$ cat src/rtl/cnorm_ram.sv
// Generic simple dual-port RAM (one write port, one read port) with a registered read.
module cnorm_ram #(
    parameter int Width = 32,
    parameter int Depth = 64
) (
    input  logic                     clk,
    input  logic                     wr_en,
    input  logic [$clog2(Depth)-1:0] wr_addr,
    input  logic [Width-1:0]         wr_data,
    input  logic [$clog2(Depth)-1:0] rd_addr,
    output logic [Width-1:0]         rd_data
);

    logic [Width-1:0] mem [Depth];

    always_ff @(posedge clk)
    begin
        if (wr_en)
        begin
            mem[wr_addr] <= wr_data;
        end
        rd_data <= mem[rd_addr];
    end

endmodule

$ cat config.mk
export PLATFORM = sky130hd
export DESIGN_NAME = cnorm_ram
export DESIGN_NICKNAME = d
export VERILOG_FILES = /design/src/rtl/cnorm_ram.sv
export SDC_FILE = /design/constraint.sdc
export NUM_CORES = 2
export LEC_CHECK = 0
export BUFFER_PORTS_ARGS = -buffer_cell sky130_fd_sc_hd__clkbuf_2
export CORE_UTILIZATION = 63
export DETAILED_ROUTE_END_ITERATION = 6
export PLACE_DENSITY = 0.76
export SLEW_MARGIN = 20
export SYNTH_ARGS = -nofsm -noshare
export SYNTH_HDL_FRONTEND = slang
export SYNTH_SLANG_ARGS = --single-unit
$ cat constraint.sdc
create_clock -name clk -period 6.4 [get_ports clk]
set_clock_uncertainty 0.05 [all_clocks]
set_input_delay 1.92 -clock clk [delete_from_list [all_inputs] [get_ports clk]]
set_output_delay 1.92 -clock clk [all_outputs]
set_load 0.05 [all_outputs]
Word-level counts from Yosys, hierarchy flattened
Memories as Yosys holds them, arrays and structs flattened. A register that Yosys moved wholly into a read port is not among the register bits.
Index checks and enable logic that the tools add are counted.
{ "totals": {"ff_bits": 0, "elab_cells": 3, "input_bits": 46, "output_inout_bits": 32, "memories": 1, "mem_bits_rw": 2048} }
{ "mem_list": {"columns": ["memory", "depth", "word_bits", "read_ports", "rd_ports_with_merged_regs", "wr", "line", "text"], "rows": [
  ["mem", 64, 32, 1, 1, 1, "14", "logic [Width-1:0] mem [Depth];"]
]} }
{ "op_classes": {"mux": 2} }
{ "ops": {"columns": ["op", "n"], "rows": [
  ["two-way mux 1 bit", 2]
]} }

Depth between registers and ports, before layout
{ "depth": {"word_depth": 2, "ltp_mapped": 10, "depth_no_buf": 5} }

Worst setup path after synthesis
No wires, ideal clock.
{ "synth_timing": {"path_type": "input to register", "startpoint": "input wr_addr[3]", "endpoint": "memory mem[48][0], enable pin", "path_stages": 4, "path_slack_ns": 1.270, "n_path_buf": 1, "setup_ns": 0.461, "t_required_ns": 5.889, "arrival_ns": 4.619, "path_cell_list": "clkbuf_1 -> nor2b_1 -> nand4b_1 -> nor3_1"} }
{ "synth_rtl": {"columns": ["item", "line", "text"], "rows": [
  ["from (decl)", "8", "input logic [$clog2(Depth)-1:0] wr_addr,"],
  ["to (decl)", "14", null]
]} }
Straight into the memory's write port.

==> metrics.txt <==
total CTS buffers 198; die span in y 355 um; MaxCap Viol Count 0; sequential share of the synthesized area 79.1%; Peak VDD IR 0.000285 V; maximum clock path buffer count 3; die width 355 um; period utilization 70.1%; CTS hold repair buffers 0; DRT Pass-1 Iters 6; Antenna Nets Post-Route 0; clock tree sinks 2080; Hold/Removal Path Class flip-flop to flip-flop; initial antenna violation count 18; Slew @ Worst Pin 1140 ps; synth unique cells 34; synth-to-layout area growth 12.8%; WL per Instance 38.3 um; share of layout cells above drive strength 1 30.2%; fmax 223 MHz; Final Critical Period 4490 ps; PD cells 320 nW/um^2; WHS 759 ps; largest net degree at the start of global routing 104; status finished, final reports clean; Post-synth top flop edfxtp_1; Remaining DRCs 0; buffer count from post-CTS setup fixing 0; final wirelength 206000 um; gr ovfl total 0; final number of max-transition violations 0; total number of vias 38500; I/O pin total 78; Post-Syn Area per Cell 23.6 sq um; First DRT Iteration DRCs 6531; Ys Warns 0; Global Route Usage Sum 33.6%; port buffer count 77; Clock Pin Slew Worst Setup and Hold Paths 60 ps; CP Class input port to flip-flop; Setup crit end kind flip-flop; DP HPWL 114000 um; Relative slew margins 24.1%; Post-synth EDFFs 2048; Yosys reg bits 2080; DIE AREA 126000 sq um; htree depth 4; Core Rows 129; asr flop ratio synth 0%; Worst Path Max Fanout 64; synthesized instance count 3324; vias in the first global route 39000; Pleak 27.7 nW; Initial Util 63.5%; CTS root buffer clkbuf_16; worst path required time 7000 ps; clk_lat worst skew 810 ps; vias per cell 7.14; CTS tree done; fin nets 3617; Final Hold Viols 0; area occupied by multi-input gates 16000 sq um; Final GP Congestion 0.864; fill count 6805; critical path arrival 5090 ps; first-pass GRT wire length 290000 um; Net Count, Synth 3370; Placeable Area 124000 sq um; Syn Std Cell Area 78500 sq um; # resized after CTS 0; Setup violations, final 0; register area 62100 sq um; setup_tns 0 ps; CP startpoint kind input port; RSZ-0062 raised after global routing no
power by group:
| group | total (W) | switching (W) | internal [W] |
|---|---|---|---|
| logic | 0.00155 | 0.00104 | 0.000512 |
| clock network | 0.0117 | 0.00497 | 0.00668 |
| registers | 0.0152 | 0.0000841 | 0.0151 |
| total | 0.0284 | 0.00609 | 0.0223 |
registers in the layout, summed over array words and instances, names as in the netlist:
signal and cells:
mem 2048, rd_data 32
layer usage:
layer	up-vias	part of all wire [%]	global-route usage, %
li1	14800	-	-
met1	20100	34	47.0
met2	3127	47	50.9
met3	482	15	9.66
met4	14	4.2	13.5
met5	-	0.045	0
synth_stat cells (3+ instances only):
cell type / n / area share (%)
o22ai_1: 84 / 0.67
and3_1: 4 / 0.032
buf_1: 21 / 0.10
nor2b_1: 15 / 0.12
edfxtp_1: 2048 / 78
buf_2: 57 / 0.36
dfxtp_1: 32 / 0.82
nor2_1: 137 / 0.65
a41o_1: 4 / 0.051
buf_6: 5 / 0.072
nor3_1: 7 / 0.045
nand2b_1: 8 / 0.064
nand2_1: 26 / 0.12
a311oi_1: 8 / 0.089
mux2i_1: 93 / 1.2
or3b_2: 3 / 0.033
a21oi_1: 62 / 0.40
nand3b_1: 5 / 0.048
buf_4: 25 / 0.24
o32ai_1: 4 / 0.045
a22oi_1: 12 / 0.11
or3_1: 3 / 0.024
nand3_1: 5 / 0.032
mux4_2: 544 / 16
clkbuf_1: 74 / 0.35
o221ai_1: 27 / 0.30
cells by family after synthesis:
logic type | count (synthesis) | share of synthesized area, %
buffers and inverters | 182 | 1.13
AO/OA/AOI/OAI | 202 | 1.67
flip-flops | 2080 | 79.1
multiplexers | 637 | 16.8
AND/OR/NAND/NOR | 223 | 1.27
layout make-up:
type / count / area share [%]
tap: 1637 / 2.31
clock inverter: 108 / 1.22
clock buffer: 262 / 6.04
timing repair buffer: 229 / 2.18
sequential: 2080 / 70.2
antenna: 7 / 0.0198
multi-input combinational: 1062 / 18.1
worst max-delay path, cell delays in order:
cell	delay, ps
buf_8	620
buf_4	350
buf_4	280
mux4_2	530
mux4_2	580
o22ai_1	600
nor2_1	130
stage by stage:
step	total power, W	utilization [%]	cells	worst slack, ps	instance area (sq um)
floorplan	0.0162	-	3324	1270	78500
global placement	0.0169	66.2	4995	1120	81800
detailed placement	0.0170	66.4	5008	1100	82100
CTS	0.0284	71.6	5378	1930	88500
global route	0.0290	71.6	5380	1810	88500
finish	0.0284	71.6	5385	1910	88600
path summary, 6_finish.rpt:
path | startpoint | endpoint | slack (ps) | cells after the start
worst min-delay path | mem[12][20] | rd_data[20] | 760 | 4
worst min register to register | mem[12][20] | rd_data[20] | 760 | 4
worst max register to register | mem[55][18] | rd_data[18] | 3950 | 5
worst max-delay path | rd_addr[0] | rd_data[29] | 1910 | 7
cells in the final DEF, fill, tap and decap left out, types with 8 or more instances in the layout:
master	n
clkinv_1	34
nor2b_1	15
clkbuf_16	202
clkbuf_2	72
dfxtp_1	32
o22ai_1	84
inv_6	9
a22oi_1	12
mux2i_1	93
edfxtp_1	2048
clkinvlp_4	8
bufinv_16	20
mux4_2	544
nor2_4	62
buf_12	21
o221ai_1	27
a21oi_1	62
clkbuf_1	53
buf_4	127
clkinv_2	35
nor2_1	75
nand2_1	26
Power figures use the tool's default switching activity.
