===== src/rtl/cnorm_sqrt.sv =====
// Bit-serial integer square root of a 72-bit radicand, two radicand bits per cycle.
module cnorm_sqrt (
    input  logic        clk,
    input  logic        rst_n,
    input  logic        start,
    input  logic [71:0] radicand,
    output logic        done,
    output logic [35:0] root
);

    logic [71:0] rad_reg, rad_next;
    logic [37:0] rem_reg, rem_next;
    logic [35:0] root_reg, root_next;
    logic [5:0]  cnt_reg, cnt_next;
    logic        busy_reg, busy_next;
    logic        done_reg, done_next;
    logic [37:0] trial;
    logic [37:0] test;

    always_comb
    begin
        rad_next  = rad_reg;
        rem_next  = rem_reg;
        root_next = root_reg;
        cnt_next  = cnt_reg;
        busy_next = busy_reg;
        done_next = 1'b0;
        trial     = {rem_reg[35:0], rad_reg[71:70]};
        test      = {root_reg, 2'b01};
        if (start)
        begin
            rad_next  = radicand;
            rem_next  = '0;
            root_next = '0;
            cnt_next  = 6'd36;
            busy_next = 1'b1;
        end
        else if (busy_reg)
        begin
            rad_next = {rad_reg[69:0], 2'b00};
            if (trial >= test)
            begin
                rem_next  = trial - test;
                root_next = {root_reg[34:0], 1'b1};
            end
            else
            begin
                rem_next  = trial;
                root_next = {root_reg[34:0], 1'b0};
            end
            cnt_next = cnt_reg - 6'd1;
            if (cnt_reg == 6'd1)
            begin
                busy_next = 1'b0;
                done_next = 1'b1;
            end
        end
    end

    always_ff @(posedge clk or negedge rst_n)
    begin
        if (!rst_n)
        begin
            busy_reg <= 1'b0;
            done_reg <= 1'b0;
            cnt_reg  <= '0;
        end
        else
        begin
            busy_reg <= busy_next;
            done_reg <= done_next;
            cnt_reg  <= cnt_next;
        end
    end

    always_ff @(posedge clk)
    begin
        rad_reg  <= rad_next;
        rem_reg  <= rem_next;
        root_reg <= root_next;
    end

    assign done = done_reg;
    assign root = root_reg;

endmodule


===== config.mk =====
export PLATFORM = sky130hd
export DESIGN_NAME = cnorm_sqrt
export DESIGN_NICKNAME = d
export VERILOG_FILES = /design/src/rtl/cnorm_sqrt.sv
export SDC_FILE = /design/constraint.sdc
export NUM_CORES = 1
export LEC_CHECK = 0
export ABC_AREA = 1
export CAP_MARGIN = 0
export CORE_UTILIZATION = 30
export DETAILED_ROUTE_END_ITERATION = 7
export DONT_BUFFER_PORTS = 1
export HOLD_SLACK_MARGIN = 0.05
export PLACE_DENSITY = 0.55
export SLEW_MARGIN = 10
export SYNTH_ARGS = -nofsm -noshare
export SYNTH_HDL_FRONTEND = slang
export SYNTH_SLANG_ARGS = --single-unit

===== constraint.sdc =====
create_clock -name clk -period 3.4 [get_ports clk]
set_input_delay 0.17 -clock clk [delete_from_list [all_inputs] [get_ports clk]]
set_output_delay 0.17 -clock clk [all_outputs]
set_load 0.01 [all_outputs]

Word-level counts from Yosys, hierarchy flattened
Index checks and enable logic that the tools add are counted.
Widths: inputs -> output; s select.
{"block": "word_totals", "reg_bits": 152, "latch_bits": 0, "mem_bits_rw": 0, "mem_bits_ro": 0, "inputBits": 75, "out_inout_bits": 37, "wordCells": 23, "n_memories": 0}
{"block": "op_classes", "n_addsub": 2, "n_mul": 0, "div_mod_pow": 0, "order_cmp": 1, "eq_ne": 1, "n_shift": 0, "n_mux": 12, "n_bitwise": 0, "n_reduce_logical": 1}
{"operator": "$mux 72", "count": 2}
{"operator": "$ge 38x38->1", "count": 1}
{"operator": "$mux 36", "count": 1}
{"operator": "$sub 36x36->36", "count": 1}
{"operator": "$mux 6", "count": 2}
{"operator": "$mux 1", "count": 7}
{"operator": "$eq 6x1->1 const B", "count": 1}
{"operator": "$sub 6x1->6 const B", "count": 1}
{"operator": "$reduce_bool 2->1", "count": 1}

Logic depth before layout (Yosys ltp)
{"block": "depth", "depth_word": 4, "mapped_depth": 17, "depth_no_buf": 16}

Worst setup path after synthesis
No wires, ideal clock.
{"block": "synth_path", "kind": "input port to flip-flop", "start": "in start", "end": "reg rad_reg[0], enable pin", "setup_time_ps": 465, "arrival_ps": 2786, "required_ps": 2935, "slack_ps": 150, "path_stages": 4, "n_path_buf": 2, "path_cell_list": "clkbuf_1 -> nor2_1 -> inv_1 -> clkbuf_1"}
{"block": "synth_between", "elab_chain_cells": 1}
{"element": "start: declaration", "line": "5", "rtl": "input logic start,"}
{"element": "$reduce_bool 2->1 (no line)"}
{"element": "end signal: assignment", "line": "78", "rtl": "rad_reg <= rad_next;"}
{"element": "end: declaration", "line": "11", "rtl": "logic [71:0] rad_reg, rad_next;"}
No other way between the ends.
A chain may end at the register's enable or synchronous reset.

Final worst setup path
{"block": "layout_path", "start": "reg root_reg[0], in the netlist root[0]", "end": "reg rem_reg[33]"}
{"block": "layout_between", "elab_chain_cells": 2, "elab_cells_between_ends": 3, "classes_between": "add/sub: 1; order compare: 1; mux: 1"}
{"element": "start: declaration", "line": "13", "rtl": "logic [35:0] root_reg, root_next;"}
{"element": "start signal: assignment", "line": "80", "rtl": "root_reg <= root_next;"}
{"element": "$sub 36x36->36 / $ge 38x38->1 (equally long branches)", "line": "43, 41"}
{"element": "$mux 36 *", "line": "41", "rtl": "if (trial >= test)"}
{"element": "end signal: assignment", "line": "79", "rtl": "rem_reg <= rem_next;"}
{"element": "end: declaration", "line": "12", "rtl": "logic [37:0] rem_reg, rem_next;"}
Every way passes the cells marked *; elsewhere a longest branch is shown, timed or not.

==> flow_summary.toml <==
[global_routing]
grt_pass1_wl_mm = 42.21
antenna_found_initial = 1
grt-ovfl-total = 0
grt_pass1_vias = 8154
grt_max_degree = 76
track_usage_pct = 17.57

[timing]
fmax_mhz = 344.1
hold_viol = 0
post-route-period-util_pct = 85.48
tns_ps = 0
worst_slack_ps = 493.8
tightest_slew_ps = 904.2
finalCriticalPeriod_ps = 2906
setup_viol = 0
slew_viol_final = 0
finClkSkew_ps = 16.21
rsz0062_at_grt = "false"
slew-limit-headroom_pct = 39.63
whs_ps = 108.0

[cts]
cts.sink_count = 152
clkLatencyLatePin_ps = 440
cts_root_buffer = "clkbuf_16"
cts_tree = "yes"
cts_buffers = 17
post_cts.repair.setup_buffers = 0
path_clk_slew_ps = 70
clock_path_buffers = 2
htree_num_levels = 4

[floorplan]
io_pins = 112
die_area_sq_um = 30770
start_util_pct = 30.44
rows = 63
core-area_sq_um = 29640
die_x_um = 175.4
die_height_um = 175.4

[finish]
final_util_pct = 36.16
layout_commonest_cell = "nand2_1"
area_delta_synth_final_pct = 18.79
antennaDiodeCount = 0
largest_reg_flops = 72
layout_common_cells = "nand2_1, inv_1, nand3_1"
layout-drive-gt1-share_pct = 3.877
final_nets = 1470

[critical_path]
worstSetupEndpointType = "flop"
path_cells = "inv_1 > ha_1 > nand2_1 > nor2_1 > nand2_1 > nand3_1 > nand2_1 > nand3_2 > nand2_4 > nand2_8 > nand2_1 > nand2_1 > nand2_1 > nand2_1"
critPathKind = "reg2reg"
max_stage_delay_ps = 450
critPathTopFamily = "simple AND/OR/NAND/NOR gates"
arrival_ps = 3240
rr_startpoint = "root[0]"
path_max_fanout = 42
startpoint = "root[0]"
crit_slowest_cell = "dfxtp_1"
cp.required_ps = 3730
critPathLaunchType = "flop"
worst-path-buf-inv = 1
crit_path_frequent_cell = "nand2_1"

[pwr]
powerDensity_nw_per_um2 = 878.4
irDropWorstVdd_mv = 0.3608
leakagePower_nw = 5.310

[synth]
synth_compound_area_share_pct = 6.380
yosys-top-cells-area = "edfxtp_1, nand2_1, dfxtp_1, inv_1, ha_1"
syn_avg_cell_area_sq_um = 6.982
ys_warn_count = 0
post-synth-top-area-cell = "edfxtp_1"
synth_cell_types = 37
synth_adder_area_share_pct = 5.548
synthesis.nets = 1407
synth-seq-cells = 152
synth_cells = 1292
synth_simple_gate_area_share_pct = 34.26
synth_top_family_by_area = "simple AND/OR/NAND/NOR gates"
synth_top_area_share_pct = 23.97
seq_area_frac_synth_pct = 42.16
synth_mux_area_share_pct = 0
synth_xor_area_share_pct = 1.456
syn-cell-area_sq_um = 9021

[placement]
place_congestion = 0.9390
port_buffers = 0
dpl.hpwl_mm = 18.76
place_ws_ps = 473.6

[route]
ant_nets = 0
drc = 0
initialDrtViolationCount = 469
via_count = 8066
routed_wl_mm = 26.18
drt-pass1-iter-count = 7
viasPerCell = 4.591
routedWlPerCell_um = 14.90

[job]
drv_cap = 0

[run_status]
outcome = "finished clean"

[hold_path]
hp-class = "in2async"
[path summary, 6_finish.rpt]
path,endpoint,slack (ps),depth (start not counted)
worst max-delay path,rem_reg[33],490,14
worst min-delay path,cnt_reg[2],110,1
worst max register to register,rem_reg[33],490,14
worst min register to register,rem_reg[34],460,2
max in group asynchronous,busy_reg,3000,1
min in group clk,done,130,2
[per-stage QoR]
step | std cells | cell area [sq um] | power [mW]
6_report | 1757 | 10720 | 9.413
5_1_grt | 1757 | 10720 | 10.31
4_1_cts | 1757 | 10720 | 9.464
3_5_place_dp | 1652 | 9385 | 7.432
3_3_place_gp | 1652 | 9385 | 7.432
2_1_floorplan | 1292 | 9021 | 6.305
[cells in the mapped netlist]
| cell | n |
|---|---|
| xor2_1 | 4 |
| nor2_4 | 1 |
| buf_4 | 1 |
| nor4_1 | 1 |
| xnor2_1 | 11 |
| clkbuf_1 | 22 |
| nor2_1 | 64 |
| buf_6 | 4 |
| clkinv_1 | 1 |
| a21boi_0 | 1 |
| edfxtp_1 | 72 |
| nand2_8 | 1 |
| nand2_4 | 1 |
| nand3_1 | 88 |
| nand2_2 | 2 |
| nor3_1 | 9 |
| buf_8 | 1 |
| a21oi_1 | 28 |
| dfxtp_1 | 72 |
| o21ai_1 | 9 |
| and2_1 | 2 |
| nand3_2 | 2 |
| o22ai_1 | 36 |
| dfrtp_1 | 8 |
| a21o_1 | 2 |
| ha_1 | 40 |
| o21ai_0 | 18 |
| or2_2 | 1 |
| inv_1 | 192 |
| nand3b_1 | 14 |
| buf_1 | 7 |
| nor2_2 | 4 |
| o21bai_1 | 7 |
| buf_2 | 3 |
| nand4_1 | 10 |
| nand2_1 | 552 |
| inv_2 | 1 |
[power breakdown]
part           internal (mW)  switching [mW]  leakage, nW  total (mW)
combinational           1.74            3.38         3.56        5.11
sequential              2.22           0.171         1.48        2.39
clock                   1.09           0.827        0.267        1.91
[final cells by class]
class                   instances  area (sq um)
inverters                     194         730.7
multi-input cells             908          4303
fillers                      3200         18920
flip-flops and latches        152          3804
clock buffers                  18         429.2
clock inverters                13         143.9
repair buffers                 82         818.3
well taps                     390         488.0
[per-layer routing]
layer  track usage, %  vias to the layer above  wire length [um]
li1                 -                     4194                 -
met4            4.855                        2               366
met3            4.329                       26              1383
met1            22.20                     3649             12210
met2            29.63                      195             12210
met5                0                        -                13
[logic make-up (layout without fill, tap and decap cells)]
| logic type | count (synthesis) | count (layout) |
|---|---|---|
| AO/OA/AOI/OAI | 101 | 101 |
| XOR/XNOR | 15 | 15 |
| adder cells (fa/ha/maj) | 40 | 40 |
| buffers and inverters | 232 | 307 |
| flip-flops | 152 | 152 |
| AND/OR/NAND/NOR | 752 | 752 |
[repair_timing]
item / in CTS / in global routing
resized for setup: 0 / 0
hold endpoints to repair: 83 / 0
hold buffers: 74 / 0
Power figures use the tool's default switching activity.
