File: config.mk
export PLATFORM = sky130hd
export DESIGN_NAME = cnorm_div
export DESIGN_NICKNAME = d
export VERILOG_FILES = /design/src/rtl/cnorm_pkg.sv /design/src/rtl/cnorm_div.sv
export SDC_FILE = /design/constraint.sdc
export NUM_CORES = 1
export LEC_CHECK = 0
export ABC_AREA = 1
export BUFFER_PORTS_ARGS = -buffer_cell sky130_fd_sc_hd__buf_2
export CORE_MARGIN = 8
export CORE_UTILIZATION = 40
export DETAILED_ROUTE_END_ITERATION = 10
export GPL_TIMING_DRIVEN = 0
export PLACE_DENSITY_LB_ADDON = 0.1
export SLEW_MARGIN = 30
export SYNTH_ARGS = -nofsm -noshare
export SYNTH_HDL_FRONTEND = slang
export SYNTH_SLANG_ARGS = --single-unit
File: constraint.sdc
create_clock -name clk -period 3.8 [get_ports clk]
set_clock_uncertainty 0.1 [all_clocks]
set_input_delay 0 -clock clk [delete_from_list [all_inputs] [get_ports clk]]
set_output_delay 0 -clock clk [all_outputs]
set_load 0.01 [all_outputs]
File: src/rtl/cnorm_pkg.sv
// Shared types, constants and helpers for the column normaliser.
package cnorm_pkg;

    localparam int SampleWidth = 32;
    localparam int SumWidth    = 38;

    typedef enum logic [1:0] {
        METHOD_MINMAX  = 2'd0,
        METHOD_ZSCORE  = 2'd1,
        METHOD_DECIMAL = 2'd2,
        METHOD_UNUSED  = 2'd3
    } method_t;

    // Control from the top level's sequencer to the serial divider.
    typedef struct packed {
        logic        start;
        logic [63:0] dividend;
        logic [63:0] divisor;
    } div_req_t;

    typedef struct packed {
        logic        busy;
        logic        done;
        logic [63:0] quotient;
        logic [63:0] remainder;
    } div_rsp_t;

    // Saturate a signed 66-bit value to the signed 32-bit range.
    function automatic logic [31:0] sat32(input logic signed [65:0] v);
        logic [31:0] r;
        if (v > 66'sh0_0000_0000_7FFF_FFFF) begin
            r = 32'h7FFF_FFFF;
        end else if (v < -66'sh0_0000_0000_8000_0000) begin
            r = 32'h8000_0000;
        end else begin
            r = v[31:0];
        end
        return r;
    endfunction

endpackage

File: src/rtl/cnorm_div.sv
// Bit-serial restoring divider for unsigned 64-bit operands, one quotient bit per cycle.
module cnorm_div
    import cnorm_pkg::*;
(
    input  logic     clk,
    input  logic     rst_n,
    input  div_req_t req,
    output div_rsp_t rsp
);

    logic [63:0] quo_reg, quo_next;
    logic [64:0] rem_reg, rem_next;
    logic [63:0] dsr_reg, dsr_next;
    logic [6:0]  cnt_reg, cnt_next;
    logic        busy_reg, busy_next;
    logic        done_reg, done_next;
    logic [64:0] trial;

    always_comb
    begin
        quo_next  = quo_reg;
        rem_next  = rem_reg;
        dsr_next  = dsr_reg;
        cnt_next  = cnt_reg;
        busy_next = busy_reg;
        done_next = 1'b0;
        trial     = {rem_reg[63:0], quo_reg[63]};
        if (req.start)
        begin
            quo_next  = req.dividend;
            rem_next  = '0;
            dsr_next  = req.divisor;
            cnt_next  = 7'd64;
            busy_next = 1'b1;
        end
        else if (busy_reg)
        begin
            quo_next = {quo_reg[62:0], 1'b0};
            if (trial >= {1'b0, dsr_reg})
            begin
                rem_next    = trial - {1'b0, dsr_reg};
                quo_next[0] = 1'b1;
            end
            else
            begin
                rem_next = trial;
            end
            cnt_next = cnt_reg - 7'd1;
            if (cnt_reg == 7'd1)
            begin
                busy_next = 1'b0;
                done_next = 1'b1;
            end
        end
    end

    always_ff @(posedge clk or negedge rst_n)
    begin
        if (!rst_n)
        begin
            busy_reg <= 1'b0;
            done_reg <= 1'b0;
            cnt_reg  <= '0;
        end
        else
        begin
            busy_reg <= busy_next;
            done_reg <= done_next;
            cnt_reg  <= cnt_next;
        end
    end

    always_ff @(posedge clk)
    begin
        quo_reg <= quo_next;
        rem_reg <= rem_next;
        dsr_reg <= dsr_next;
    end

    assign rsp.busy      = busy_reg;
    assign rsp.done      = done_reg;
    assign rsp.quotient  = quo_reg;
    assign rsp.remainder = rem_reg[63:0];

endmodule

; Word level (Yosys, flattened, before mapping)
; Index checks and enable logic that the tools add are counted.
[word_totals]
out_inout_bits = 130
elab_cells = 23
in_bits = 131
regBits = 201
[classes]
mux = 12
eq_ne = 1
add_sub_neg = 2
reduce_logical = 1
magnitude_cmp = 1
[ops]
columns = operator, n
row1 = 64-bit 2-to-1 mux, 3
row2 = 65-bit by 64-bit >= comparator with 1-bit output, 1
row3 = 64-bit subtractor, 1
row4 = 7-bit 2-to-1 mux, 2
row5 = "7-bit by 1-bit == test with 1-bit output, second input constant", 1
row6 = 1-bit 2-to-1 mux, 7
row7 = "7-bit by 1-bit subtractor with 7-bit output, second input constant", 1
row8 = 2-bit nonzero test, 1

; Depth between registers and ports, before layout
[logic_depth]
ltp_word = 4
mapped_depth = 19
ltp_nobuf = 18

; Least setup slack after synthesis
; No wires, ideal clock.
[synth_timing]
path_type = reg2reg
from = register busy_reg
to = register quo_reg[0] (enable)
path_buffers = 1
setup_time_ns = 0.454
stages_incl_launch_ff = 4
t_arrival_ns = 2.485
path_slack_ns = 0.760
synth_period_minus_slack_ns = 3.040
required_time_ns = 3.246
cell_sequence = dfrtp_1 -> nor2_1 -> inv_1 -> clkbuf_1
[synth_via]
elab_chain_cells = 1
[synth_rtl]
columns = element, line_no
row1 = from (decl), cnorm_div.sv:15  ; logic busy_reg, busy_next;
row2 = from (signal assigned), cnorm_div.sv:67  ; busy_reg <= busy_next;
row3 = 2-bit nonzero test (no source line), -
row4 = to (signal assigned), cnorm_div.sv:75  ; quo_reg <= quo_next;
row5 = to (decl), cnorm_div.sv:11  ; logic [63:0] quo_reg, quo_next;
; No other way between the ends.
; A chain may end at the register's enable or synchronous reset.

; Final worst setup path
[layout_timing]
from = register dsr_reg[56]
to = register rem_reg[52]
[layout_via]
elab_chain_cells = 2
[layout_rtl]
columns = element, line_no
row1 = from (decl), cnorm_div.sv:13  ; logic [63:0] dsr_reg, dsr_next;
row2 = from (signal assigned), cnorm_div.sv:77  ; dsr_reg <= dsr_next;
row3 = 65-bit by 64-bit >= comparator with 1-bit output, cnorm_div.sv:39  ; if (trial >= {1'b0, dsr_reg})
row4 = 64-bit 2-to-1 mux, cnorm_div.sv:39
row5 = to (signal assigned), cnorm_div.sv:76  ; rem_reg <= rem_next;
row6 = to (decl), cnorm_div.sv:12  ; logic [64:0] rem_reg, rem_next;
; No other way between the ends.

==> qor.json <==
{
  "run_status": {"value": "finished clean"},
  "critical_path.endpoint": {"value": "rem_reg[52]$_SDFFE_PP0P_"},
  "max_stage_delay": {"value": 390, "unit": "ps"},
  "crit_cells": {"value": 14},
  "post-layout-total-power": {"value": 0.00565, "unit": "W"},
  "ys_seq_area_share": {"value": 37.2, "unit": "%"},
  "worstPathCellList": {"value": "inv_1 > ha_1 > nand2_1 > nor2_1 > nand2_1 > nor2_1 > nand4_1 > o21bai_2 > nor2_4 > nand2_4 > buf_4 > nand3_1 > nand2_1 > nand2_1"},
  "cts_buffers": {"value": 24},
  "report.final.hold_viol_count": {"value": 0},
  "dr_vias": {"value": 14700},
  "drt_first_pass_iters": {"value": 7},
  "syn_nets": {"value": 2397},
  "overflow": {"value": 0},
  "timing.final.crit_share": {"value": 79.2, "unit": "%"},
  "grt_pass1_vias": {"value": 14700},
  "timing.slew.headroom": {"value": 44.9, "unit": "%"},
  "clock_latency_late_sink": {"value": 540, "unit": "ps"},
  "top_level_ports": {"value": 261},
  "r2r-start": {"value": "dsr_reg[56]$_DFFE_PP_"},
  "buffers_on_ports": {"value": 260},
  "worst_r2r_endpoint": {"value": "rem_reg[52]$_SDFFE_PP0P_"},
  "met2WireLength": {"value": 23700, "unit": "µm"},
  "clock_tree_from_tritoncts": {"value": "yes"},
  "initial_utilization": {"value": 40.5, "unit": "%"},
  "die_x": {"value": 206, "unit": "µm"},
  "clock-root-buffer": {"value": "clkbuf_16"},
  "netlist-cell-type-count": {"value": 39},
  "setup_viol_count_final": {"value": 0},
  "synth_top_cells_by_area": {"value": "edfxtp_1, nand2_1, inv_1"},
  "ctsHoldBuffers": {"value": 131},
  "end_kind": {"value": "register"},
  "syn_to_final_growth": {"value": 27.6, "unit": "%"},
  "finalWeightedCongestion": {"value": 0.997},
  "route.detailed.vias_per_inst": {"value": 4.76},
  "syn-cell-area": {"value": 14400, "unit": "µm²"},
  "ir_worst_vdd": {"value": 0.371, "unit": "mV"},
  "synth_cells": {"value": 2199},
  "timing.critical_path.mode_cell": {"value": "nand2_1"},
  "min_path_type": {"value": "in -> reg"},
  "clk_pin_slew_worst_paths": {"value": 60, "unit": "ps"},
  "met3_wirelength": {"value": 3640, "unit": "µm"},
  "path_delay_family": {"value": "simple AND/OR/NAND/NOR gates"},
  "placed_area": {"value": 16300, "unit": "µm²"},
  "worst_pin_slew": {"value": 826, "unit": "ps"},
  "most_instantiated_flip_flop_cell_in_the_synthesis_netlist": {"value": "edfxtp_1"},
  "detailedRoute.firstIterationViolations": {"value": 941},
  "routed_wl": {"value": 53000, "unit": "µm"},
  "drive_above_1_share": {"value": 13.3, "unit": "%"},
  "timing_worst_setup_path_type": {"value": "reg -> reg"},
  "clkSinkCount": {"value": 201},
  "maxUsedRoutingLayer": {"value": "met4"},
  "fmaxAchievable": {"value": 0.332, "unit": "GHz"},
  "synth.avg_cell_area": {"value": 6.53, "unit": "µm²"},
  "cp_data_required_time": {"value": 4140, "unit": "ps"},
  "die_h": {"value": 206, "unit": "µm"},
  "worst-endpoint-arrival": {"value": 3350, "unit": "ps"},
  "max-cap-violations": {"value": 0},
  "path_max_fanout": {"value": 10},
  "post-synth-top-area-fraction": {"value": 26.8, "unit": "%"},
  "grt_use_total": {"value": 24.7, "unit": "%"},
  "crit_path_start_kind": {"value": "register"},
  "path_buf_inv": {"value": 2},
  "finalWorstPathRequiredPeriod": {"value": 3010, "unit": "ps"},
  "max-clock-path-buffers": {"value": 3},
  "grt_max_degree": {"value": 47},
  "final_antenna_violating_net_count": {"value": 0},
  "grt_setup_unrepaired": {"value": "no"},
  "crit_slowest_cell": {"value": "ha_1"},
  "wire_length_of_the_first_global_routing_pass": {"value": 81400, "unit": "µm"},
  "drt_drc_violations_left": {"value": 0},
  "ys_seq_elements": {"value": 201},
  "power_density": {"value": 308, "unit": "nW/µm²"},
  "grt_antenna_before_repair": {"value": 0},
  "r2r_setup_slack": {"value": 790, "unit": "ps"},
  "worstRegToRegCells": {"value": 14},
  "floorplan.core_area": {"value": 35500, "unit": "µm²"},
  "floorplan.die_area": {"value": 42200, "unit": "µm²"},
  "slew_violations": {"value": 0},
  "routed_wire_length_per_instance": {"value": 17.1, "unit": "µm"},
  "final_net_count": {"value": 2816},
  "finalInstanceArea": {"value": 18300, "unit": "µm²"},
  "static-leakage-power": {"value": 10.3, "unit": "nW"},
  "setup-tns-final": {"value": 0, "unit": "ps"},
  "htree_num_levels": {"value": 1},
  "postCtsSetupBuffers": {"value": 0},
  "detailedPlacementHpwl": {"value": 42600, "unit": "µm"},
  "synthArstFlopShare": {"value": 4.48, "unit": "%"},
  "route.layer.met1.wl": {"value": 24100, "unit": "µm"},
  "yosys-top-cells-count": {"value": "nand2_1, inv_1, nand3_1, edfxtp_1, nor2_1"},
  "synth.yosys.warnings": {"value": 0},
  "synth_top_area_cell": {"value": "edfxtp_1"},
  "synthMostInstantiatedCell": {"value": "nand2_1"},
  "worstSetupStartpoint": {"value": "dsr_reg[56]$_DFFE_PP_"},
  "cts_resized": {"value": 0},
  "num_rows": {"value": 69},
  "post_synth_edffs": {"value": 128}
}
power breakdown:
group          internal (W)  switching (W)  total, W
registers           0.00249      0.0000754   0.00257
clock network       0.00120       0.000935   0.00214
logic              0.000382       0.000565  0.000947
per-layer routing:
metal | GRT usage, % | vias to the layer above
li1 | - | 7569
met1 | 32.4 | 6654
met2 | 40.3 | 443
met3 | 5.02 | 73
met4 | 7.71 | 0
met5 | 0 | -
how the worst min path moves through the flow:
stage               startpoint                     end  slack, ps  depth (start not counted)
CTS                    req[49]   dsr_reg[49]$_DFFE_PP_         40                          2
floorplan                rst_n      busy_reg$_DFF_PN0_       -400                          0
finish                 req[33]   dsr_reg[33]$_DFFE_PP_         70                          2
global route           req[13]   dsr_reg[13]$_DFFE_PP_         70                          2
global placement         rst_n  cnt_reg[5]$_DFFE_PN0P_       -230                          1
detailed placement       rst_n  cnt_reg[5]$_DFFE_PN0P_       -240                          1
metrics by stage:
step	utilization, %	hold slack (ps)	setup slack [ps]	std cells
2_1_floorplan	-	-396	760	2199
3_3_place_gp	45.8	-235	-1540	2920
3_5_place_dp	45.9	-235	838	2922
4_1_cts	51.6	39.2	840	3097
5_1_grt	51.7	65.6	671	3097
6_report	51.7	69.1	789	3098
cells in the final DEF, fill, tap and decap left out, types with 19 or more instances in the layout:
cell and count:
dfxtp_1 64, buf_2 267, nand3_1 158, nor2_1 114, clkbuf_16 25, edfxtp_1 128
o21ai_0 40, xnor2_1 29, nand4_1 19, dlygate4sd3_1 131, clkbuf_1 27, nand3b_1 30
nand2_1 915, inv_1 448, ha_1 66, a21oi_1 54
cells by family (layout without fill, tap and decap cells):
kind of cell	Yosys count	count (layout)	share of synthesized area [%]
AND/OR/NAND/NOR	1280	1280	36.7
buffers and inverters	504	941	14.0
flip-flops	201	201	37.2
AO/OA/AOI/OAI	116	116	4.29
adder cells (fa/ha/maj)	67	67	5.89
XOR/XNOR	31	31	1.89
other	0	1	0
layout make-up:
type	instances	area [µm²]
inverter	454	1700
sequential	201	5350
clock buffer	31	648
buffer	50	315
timing repair buffer	393	2660
clock inverter	13	68.8
fill	3591	17200
tap	461	577
antenna	1	2.50
multi-input combinational	1494	7000
No activity file was read; power rests on OpenSTA's default activity.
